File: config.mk
export PLATFORM = sky130hd
export DESIGN_NAME = lockout_button_debouncer_top
export DESIGN_NICKNAME = d
export VERILOG_FILES = /design/src/design/lbd_pkg.sv /design/src/design/lbd_core.sv /design/src/design/lockout_button_debouncer_top.sv
export SDC_FILE = /design/constraint.sdc
export NUM_CORES = 1
export LEC_CHECK = 0
export BUFFER_PORTS_ARGS = -buffer_cell sky130_fd_sc_hd__buf_2
export CORE_MARGIN = 8
export CORE_UTILIZATION = 24
export CTS_BUF_LIST = sky130_fd_sc_hd__clkbuf_16
export CTS_CLUSTER_SIZE = 28
export DETAILED_ROUTE_END_ITERATION = 16
export PLACE_DENSITY = 0.41
export SYNTH_ARGS = -nofsm -noshare
export SYNTH_HDL_FRONTEND = slang
export SYNTH_SLANG_ARGS = --single-unit
File: constraint.sdc
create_clock -name i_clk -period 9.2 [get_ports i_clk]
set_clock_uncertainty 0.2 [all_clocks]
set_input_delay 2.76 -clock i_clk [delete_from_list [all_inputs] [get_ports i_clk]]
set_output_delay 2.76 -clock i_clk [all_outputs]
set_load 0.02 [all_outputs]
File: src/design/lbd_pkg.sv
// package: sizes, register map and shared types of the lockout debouncer
package lbd_pkg;

    localparam int NUM_PINS    = 16;
    localparam int COUNT_WIDTH = 10;

    localparam int PIN_W   = 16;
    localparam int TICKS_W = 10;
    localparam int LANES   = (NUM_PINS < PIN_W) ? NUM_PINS : PIN_W;
    localparam int CMP_W   = (COUNT_WIDTH > TICKS_W) ? COUNT_WIDTH : TICKS_W;

    localparam int ADDR_W = 3;
    localparam int DATA_W = 32;

    localparam logic [ADDR_W-1:0] ADDR_LOCKOUT = 3'd0;
    localparam logic [ADDR_W-1:0] ADDR_ENABLE  = 3'd4;

    localparam logic [TICKS_W-1:0] RESET_LOCKOUT = 10'd50;
    localparam logic [PIN_W-1:0]   RESET_ENABLE  = 16'h0120;

    typedef struct packed {
        logic [TICKS_W-1:0] lockout_ticks;
        logic [PIN_W-1:0]   pin_enable;
    } t_cfg;

endpackage

File: src/design/lbd_core.sv
// per-pin lockout state and the next-state logic for one sample
module lbd_core
    import lbd_pkg::*;
(
    input  logic             i_clk,
    input  logic             i_rst_n,
    input  logic             i_step,
    input  logic [PIN_W-1:0] i_raw,
    input  logic             i_tick,
    input  t_cfg             i_cfg,
    output logic [PIN_W-1:0] o_debounced,
    output logic             o_changed
);

    localparam logic [COUNT_WIDTH-1:0] CNT_MAX = {COUNT_WIDTH{1'b1}};

    logic [PIN_W-1:0]       r_stable;
    logic [PIN_W-1:0]       r_prev;
    logic [PIN_W-1:0]       r_locked;
    logic [COUNT_WIDTH-1:0] r_cnt [LANES];

    logic [PIN_W-1:0]       n_stable;
    logic [PIN_W-1:0]       n_prev;
    logic [PIN_W-1:0]       n_locked;
    logic [COUNT_WIDTH-1:0] n_cnt [LANES];

    for (genvar k = 0; k < LANES; k++) begin : g_lane
        logic                   w_edge;
        logic                   w_exp;
        logic [COUNT_WIDTH-1:0] w_cnt;

        assign w_edge = (i_raw[k] ^ r_prev[k]) & i_cfg.pin_enable[k] & ~r_locked[k];
        assign w_cnt  = (i_tick && (r_cnt[k] != CNT_MAX)) ?
                        r_cnt[k] + COUNT_WIDTH'(1) : r_cnt[k];
        assign w_exp  = r_locked[k] &&
                        (CMP_W'(w_cnt) >= CMP_W'(i_cfg.lockout_ticks));

        assign n_cnt[k]    = w_edge ? '0 : (r_locked[k] ? w_cnt : r_cnt[k]);
        assign n_stable[k] = w_edge ? ~r_stable[k] : (w_exp ? i_raw[k] : r_stable[k]);
        assign n_locked[k] = w_edge | (r_locked[k] & ~w_exp);
        assign n_prev[k]   = i_raw[k];
    end

    if (LANES < PIN_W) begin : g_unused
        assign n_stable[PIN_W-1:LANES] = '0;
        assign n_locked[PIN_W-1:LANES] = '0;
        assign n_prev[PIN_W-1:LANES]   = '0;
    end

    always_ff @(posedge i_clk) begin
        if (!i_rst_n) begin
            r_stable <= '0;
            r_prev   <= '0;
            r_locked <= '0;
            for (int k = 0; k < LANES; k++) begin
                r_cnt[k] <= '0;
            end
        end else if (i_step) begin
            r_stable <= n_stable;
            r_prev   <= n_prev;
            r_locked <= n_locked;
            for (int k = 0; k < LANES; k++) begin
                r_cnt[k] <= n_cnt[k];
            end
        end
    end

    assign o_debounced = n_stable;
    assign o_changed   = (n_stable != r_stable);

endmodule

File: src/design/lockout_button_debouncer_top.sv
// top level: sample channel, result channel and register port of the debouncer
//
// input channel: i_valid / o_stall with i_raw_pins and i_tick_strobe; a beat
// is taken at a clock edge with i_valid high and o_stall low
// result channel: o_valid / i_stall with o_debounced and o_changed, one result
// beat for every input beat, in order
// path: a beat lands in the input register at accept and its result is written
// to the output register, which drives o_valid, once that register may advance
// throughput: one beat per cycle unless i_stall holds a result; set by the single
// pass of per-pin logic between the input register and the output register
// stall: while i_stall holds a result, the input register still takes one
// more beat; o_stall rises only when that register is full and blocked
// reset (synchronous, i_rst_n low): both channels empty, all pin state and
// counts cleared, lockout_ticks back to 50 and pin_enable back to 0x0120
// registers: lockout_ticks at address 0, pin_enable at address 4; write only
// while no beat is in flight
module lockout_button_debouncer_top
    import lbd_pkg::*;
(
    input  logic              i_clk,
    input  logic              i_rst_n,
    input  logic              i_valid,
    output logic              o_stall,
    input  logic [PIN_W-1:0]  i_raw_pins,
    input  logic              i_tick_strobe,
    output logic              o_valid,
    input  logic              i_stall,
    output logic [PIN_W-1:0]  o_debounced,
    output logic              o_changed,
    input  logic              psel,
    input  logic              penable,
    input  logic              pwrite,
    input  logic [ADDR_W-1:0] paddr,
    input  logic [DATA_W-1:0] pwdata,
    output logic [DATA_W-1:0] prdata,
    output logic              pready
);

    t_cfg             r_cfg;
    logic             r_in_valid;
    logic [PIN_W-1:0] r_raw;
    logic             r_tick;
    logic             r_out_valid;
    logic [PIN_W-1:0] r_debounced;
    logic             r_changed;

    logic             w_adv;
    logic             w_take;
    logic             w_wr;
    logic [PIN_W-1:0] w_debounced;
    logic             w_changed;

    assign pready = 1'b1;
    assign w_wr   = psel & penable & pwrite & pready;

    always_ff @(posedge i_clk) begin
        if (!i_rst_n) begin
            r_cfg.lockout_ticks <= RESET_LOCKOUT;
            r_cfg.pin_enable    <= RESET_ENABLE;
        end else if (w_wr) begin
            case (paddr)
                ADDR_LOCKOUT: r_cfg.lockout_ticks <= pwdata[TICKS_W-1:0];
                ADDR_ENABLE:  r_cfg.pin_enable    <= pwdata[PIN_W-1:0];
                default: ;
            endcase
        end
    end

    always_comb begin
        case (paddr)
            ADDR_LOCKOUT: prdata = DATA_W'(r_cfg.lockout_ticks);
            ADDR_ENABLE:  prdata = DATA_W'(r_cfg.pin_enable);
            default:      prdata = '0;
        endcase
    end

    assign w_adv   = ~r_out_valid | ~i_stall;
    assign o_stall = r_in_valid & ~w_adv;
    assign w_take  = i_valid & ~o_stall;

    always_ff @(posedge i_clk) begin
        if (!i_rst_n) begin
            r_in_valid <= 1'b0;
        end else if (w_take) begin
            r_in_valid <= 1'b1;
        end else if (w_adv) begin
            r_in_valid <= 1'b0;
        end
    end

    always_ff @(posedge i_clk) begin
        if (w_take) begin
            r_raw  <= i_raw_pins;
            r_tick <= i_tick_strobe;
        end
    end

    lbd_core u_core (
        .i_clk       (i_clk),
        .i_rst_n     (i_rst_n),
        .i_step      (w_adv & r_in_valid),
        .i_raw       (r_raw),
        .i_tick      (r_tick),
        .i_cfg       (r_cfg),
        .o_debounced (w_debounced),
        .o_changed   (w_changed)
    );

    always_ff @(posedge i_clk) begin
        if (!i_rst_n) begin
            r_out_valid <= 1'b0;
        end else if (w_adv) begin
            r_out_valid <= r_in_valid;
        end
    end

    always_ff @(posedge i_clk) begin
        if (w_adv && r_in_valid) begin
            r_debounced <= w_debounced;
            r_changed   <= w_changed;
        end
    end

    assign o_valid     = r_out_valid;
    assign o_debounced = r_debounced;
    assign o_changed   = r_changed;

endmodule

-- After elaboration in Yosys (flattened, before gate mapping)
Memory sizes are Yosys's and may differ from the RTL's.
Index checks and enable logic that the tools add are counted.
W data, S select, Z words.
- add/subtract/negate cells: 16
- bitwise logic cells: 154
- multiplexer cells: 103
- magnitude comparators: 16
- eq/ne operators: 18
- reduce and logical (&&, ||, !) cells: 37
- operator list (cell ; number):
    $mux W10 ; 64
    $add A10 B1 Y10 const B ; 16
    $ge A10 B10 Y1 ; 16
    $ne A10 B10 Y1 const B ; 16
    $and A1 B1 Y1 ; 53
    $not A1 Y1 ; 52
    $mux W1 ; 38
    $logic_and A1 B1 Y1 ; 33
    $or A1 B1 Y1 ; 33
    $pmux W16 S2 ; 1
    $ne A16 B16 Y1 ; 1
    $xor A1 B1 Y1 ; 16
    $reduce_and A2 Y1 ; 2
    $eq A3 B3 Y1 const B ; 1
    $logic_not A3 Y1 ; 1
    $reduce_bool A2 Y1 ; 1
- register bits: 110
- memories: 1
- input bits: 59
- output and inout port bits: 52
- memory bits (writable): 160
- memory list (name ; depth ; width ; read ports ; clocked after Yosys merged registers in ; write ports ; RTL line ; text):
    u_core.r_cnt ; 16 ; 10 ; 16 ; 0 ; 16 ; lbd_core.sv:20 ; logic [COUNT_WIDTH-1:0] r_cnt [LANES];

-- Longest topological paths before layout
An unclocked memory read counts as a cell.
- depth after elaboration: 9
- gate-level depth with buffers: 17

-- Modules after synthesis
A second synthesis with hierarchy kept.
- cell total of the unflattened synthesis: 1804
- area, all modules: 17999.8 um^2
- modules (own cells, without submodules) (module ; area an instance (um^2) ; cells each ; instances):
    lbd_core ; 15511.1 ; 1600 ; 1
    lockout_button_debouncer_top ; 2488.6 ; 204 ; 1

-- Worst setup path before layout
Ideal clock, no wire load.
- path type: input-to-output
- start: in paddr[2]
- end: out prdata[6]
- stages on the path: 4
- path buffers: 2
- data arrival time: 3.861 ns
- path slack: 2.379 ns
- cells stage by stage: clkbuf_1 -> clkbuf_1 -> mux2i_1 -> nor2_1
- longest elaborated chain between the ends: 2
- elaborated cells between the ends (all ways): 3
- classes of those cells: eq/ne: 1; mux: 1; reduce/logical: 1
- ends and longest elaborated chain (element ; RTL line ; text):
    start, declared ; lockout_button_debouncer_top.sv:33 ; input logic [ADDR_W-1:0] paddr,
    $eq A3 B3 Y1 / $logic_not A3 Y1 (equally long branches) ; lockout_button_debouncer_top.sv:70 ; case (paddr)
    $pmux W16 S2 * ; lockout_button_debouncer_top.sv:70 ;
    end, declared ; lockout_button_debouncer_top.sv:35 ; output logic [DATA_W-1:0] prdata,
Mark *: on every way between the ends. The rest lies on a longest branch, timed or not.

-- Final worst setup path
- start: in paddr[1]
- end: out prdata[15]
Same word-level chain as after synthesis.

==> impl_metrics.py <==
metrics = {
    "status": {
        "status": "completed",
    },
    "worst_setup_path": {
        "crit_family": "simple AND/OR/NAND/NOR gates",
        "start_kind": "input port",
        "cpMaxStageDelayCell": "nor2_1",
        "rr_startpoint": "u_core.r_cnt[0][110]$_SDFFCE_PP0P_",
        "cp.arrival_ps": 3990,
        "cpMostUsedCell": "buf_2",
        "startpoint": "paddr[1]",
        "crit_required_ps": 6240,
        "cpPeakStageDelay_ps": 690,
        "cp_max_fo": 8,
        "end_kind": "primary output",
        "path_class": "input port to primary output",
        "crit_chain": "buf_2 -> nor2_1 -> and3_1 -> buf_2",
        "path_buf_inv": 2,
    },
    "floorplan": {
        "die_w_um": 286.8,
        "rows": 99,
        "fp.dieArea_mm2": 0.08228,
        "coreArea_mm2": 0.07283,
        "die_h_um": 286.8,
        "initial_core_util_pct": 24.17,
        "io_pins": 111,
    },
    "route": {
        "firstDrtPassIters": 5,
        "wire_per_inst_um": 18.76,
        "postRouteAntennaNets": 0,
        "avgViaCountPerCell": 4.735,
        "drtIter0Drc": 791,
        "vias": 13850,
        "drc": 0,
        "routed_wl_um": 54870,
    },
    "synthesis": {
        "synth_top_area_share_pct": 33.09,
        "synth_edf_count": 194,
        "synth_cell_type_count": 71,
        "ys_ff_latch": 270,
        "yosys_warnings": 0,
        "netlist_area_mm2": 0.01761,
        "synth_top_area_cell": "edfxtp_1",
        "syn_inst": 1841,
        "synth_top_cells_by_area": "edfxtp_1 (33%), ha_1 (13%), dfxtp_1 (8.6%), nor2b_1 (4.9%), nand2_1 (4.9%)",
        "yosysSeqAreaShare_pct": 41.73,
        "synthTopCellsByCount": "nand2_1 (229), edfxtp_1 (194), ha_1 (176)",
        "yosys_most_used_dff": "edfxtp_1",
        "synthArstFlopShare_pct": 0,
        "synth_most_common_cell": "nand2_1",
        "synth.avg_cell_area_um2": 9.563,
    },
    "finish": {
        "seqCellArea_mm2": 0.007347,
        "drive_gt1_share_pct": 9.262,
        "area_delta_synth_final_pct": 15.17,
        "multi_input_area_mm2": 0.009862,
        "nets": 2171,
        "fin_area_mm2": 0.02028,
        "final_cells": 2925,
        "final.fill_count": 7755,
        "fin_util_pct": 27.84,
    },
    "grt": {
        "grt_pass1_vias": 13840,
        "met3_usage_pct": 2.347,
        "antenna_found_initial": 1,
        "grt_use_total_pct": 13.12,
        "grt_pass1_wl_um": 83110,
        "use_met2_pct": 20.81,
        "grt-ovfl-total": 0,
        "grt_max_degree": 59,
        "busiest_layer": "met2",
        "use_met1_pct": 17.57,
    },
    "placed_design": {
        "postPlaceCellArea_mm2": 0.01914,
        "dp_hpwl_um": 37810,
        "dp.cells": 2856,
        "gp_congestion": 0.7804,
        "io_buffer_count": 77,
        "dpl_worst_slack_ps": 2142,
    },
    "pwr": {
        "cellPowerDensity_mw_per_mm2": 159.7,
        "power_mw": 3.238,
        "p_leak_nw": 7.942,
        "irDropWorstVdd_mv": 0.09640,
    },
    "sta": {
        "hold_viol": 0,
        "hold_slack_ps": 264.1,
        "tightest_slew_ps": 1230,
        "rsz0062_at_grt": "false",
        "period_share_pct": 75.56,
        "period_minus_slack_ps": 6951,
        "finalSetupViolations": 0,
        "worst_slack_ps": 2249,
        "final_max_slew_viol_count": 0,
        "maxSlewHeadroom_pct": 17.63,
        "clock.fmax_mhz": 143.9,
        "setup_tns_ps": 0,
    },
    "cts": {
        "post_cts_buffers": 0,
        "htreeDepth": 2,
        "insertion_delay_ps": 560,
        "cts_sinks": 270,
        "postCtsResizedCells": 0,
        "cts_max_path_buffers": 3,
        "cts_inserted_buffers": 37,
        "postCtsHoldBufs": 0,
        "clockRootBuffer": "clkbuf_16",
        "clkTransAtPathRegs_ps": 50,
        "cts_tree": "built",
    },
    "run": {
        "cap_viol_max_count": 0,
    },
    "min_path": {
        "worstHoldPathType": "register to register",
        "hold_start": "u_core.r_prev[8]$_SDFFE_PN0P_",
    },
}
placed cells by master, fill, tap and decap left out, types with 8 or more instances in the layout:
cell type and count:
xnor2_1 97, edfxtp_1 194, nor2b_1 138, and3_1 43, nand3b_1 11, o211ai_1 9, nand2b_1 15, a21o_1 14
o21a_1 11, nor3b_1 9, xor2_1 64, mux2i_1 24, buf_2 77, or2_2 8, nand4_1 56, mux2_2 11
buf_4 21, ha_1 176, a211oi_1 11, nand2_1 228, a31oi_1 30, inv_1 57, nand3_1 64, nor3_1 21
o21ai_0 53, conb_1 17, a21oi_1 116, and2_1 8, clkinv_1 9, clkbuf_16 39, nor2_1 153, dfxtp_1 76
metal layers:
metal	part of all wire (%)	wire length (um)	vias to the layer above
met5	0	0	-
met2	44	24160	279
met4	3.7	2020	0
li1	-	-	6796
met3	4.5	2479	95
met1	48	26210	6679
kinds of logic (layout without fill, tap and decap cells):
| logic type | after synthesis | count (layout) | synth area share (%) |
|---|---|---|---|
| AOI/OAI and AO/OA | 303 | 303 | 10.70 |
| xor gates and xnor gates | 161 | 161 | 8.009 |
| adders and majority gates | 176 | 176 | 12.51 |
| buffers and inverters | 108 | 217 | 2.686 |
| DFF | 270 | 270 | 41.73 |
| muxes | 35 | 35 | 2.068 |
| other | 2 | 18 | 0.04266 |
| and+or+nand+nor | 786 | 786 | 22.25 |
final cells by class:
type / count / area share [%]
diodes: 1 / 0.01234
flip-flops and latches: 270 / 36.24
inverters: 51 / 0.9442
clock buffers: 39 / 4.813
well taps: 959 / 5.918
clock inverters: 29 / 0.7590
multi-input cells: 1478 / 48.64
repair buffers: 98 / 2.678
worst paths after layout:
check,end,slack (ps),cells after the start
setup / recovery,prdata[15],2250,4
hold / removal,u_core.r_prev[8]$_SDFFE_PN0P_,260,2
setup reg to reg,o_changed$_DFFE_PP_,3780,17
hold reg to reg,u_core.r_prev[8]$_SDFFE_PN0P_,260,2
flip-flops by register name, indices dropped and copies added, names as in the netlist:
name,flops
u_core.r_cnt,160
o_changed,1
r_tick,1
u_core.r_stable,16
r_in_valid,1
o_valid,1
r_cfg,26
u_core.r_locked,16
u_core.r_prev,16
r_raw,16
o_debounced,16
report_power, final:
group | total [mW] | internal [mW] | switching (mW)
Clock | 1.37 | 0.792 | 0.579
Combinational | 0.415 | 0.162 | 0.254
Sequential | 1.45 | 1.38 | 0.0668
worst reg2reg max path: cells and delay by family, from the launching register on:
kind,cells,cell delay (ps)
compound gates,3,1060
xor+xnor,1,250
fa+ha+maj,2,550
flops,1,420
simple gates,11,2610
Power figures use the tool's default switching activity.
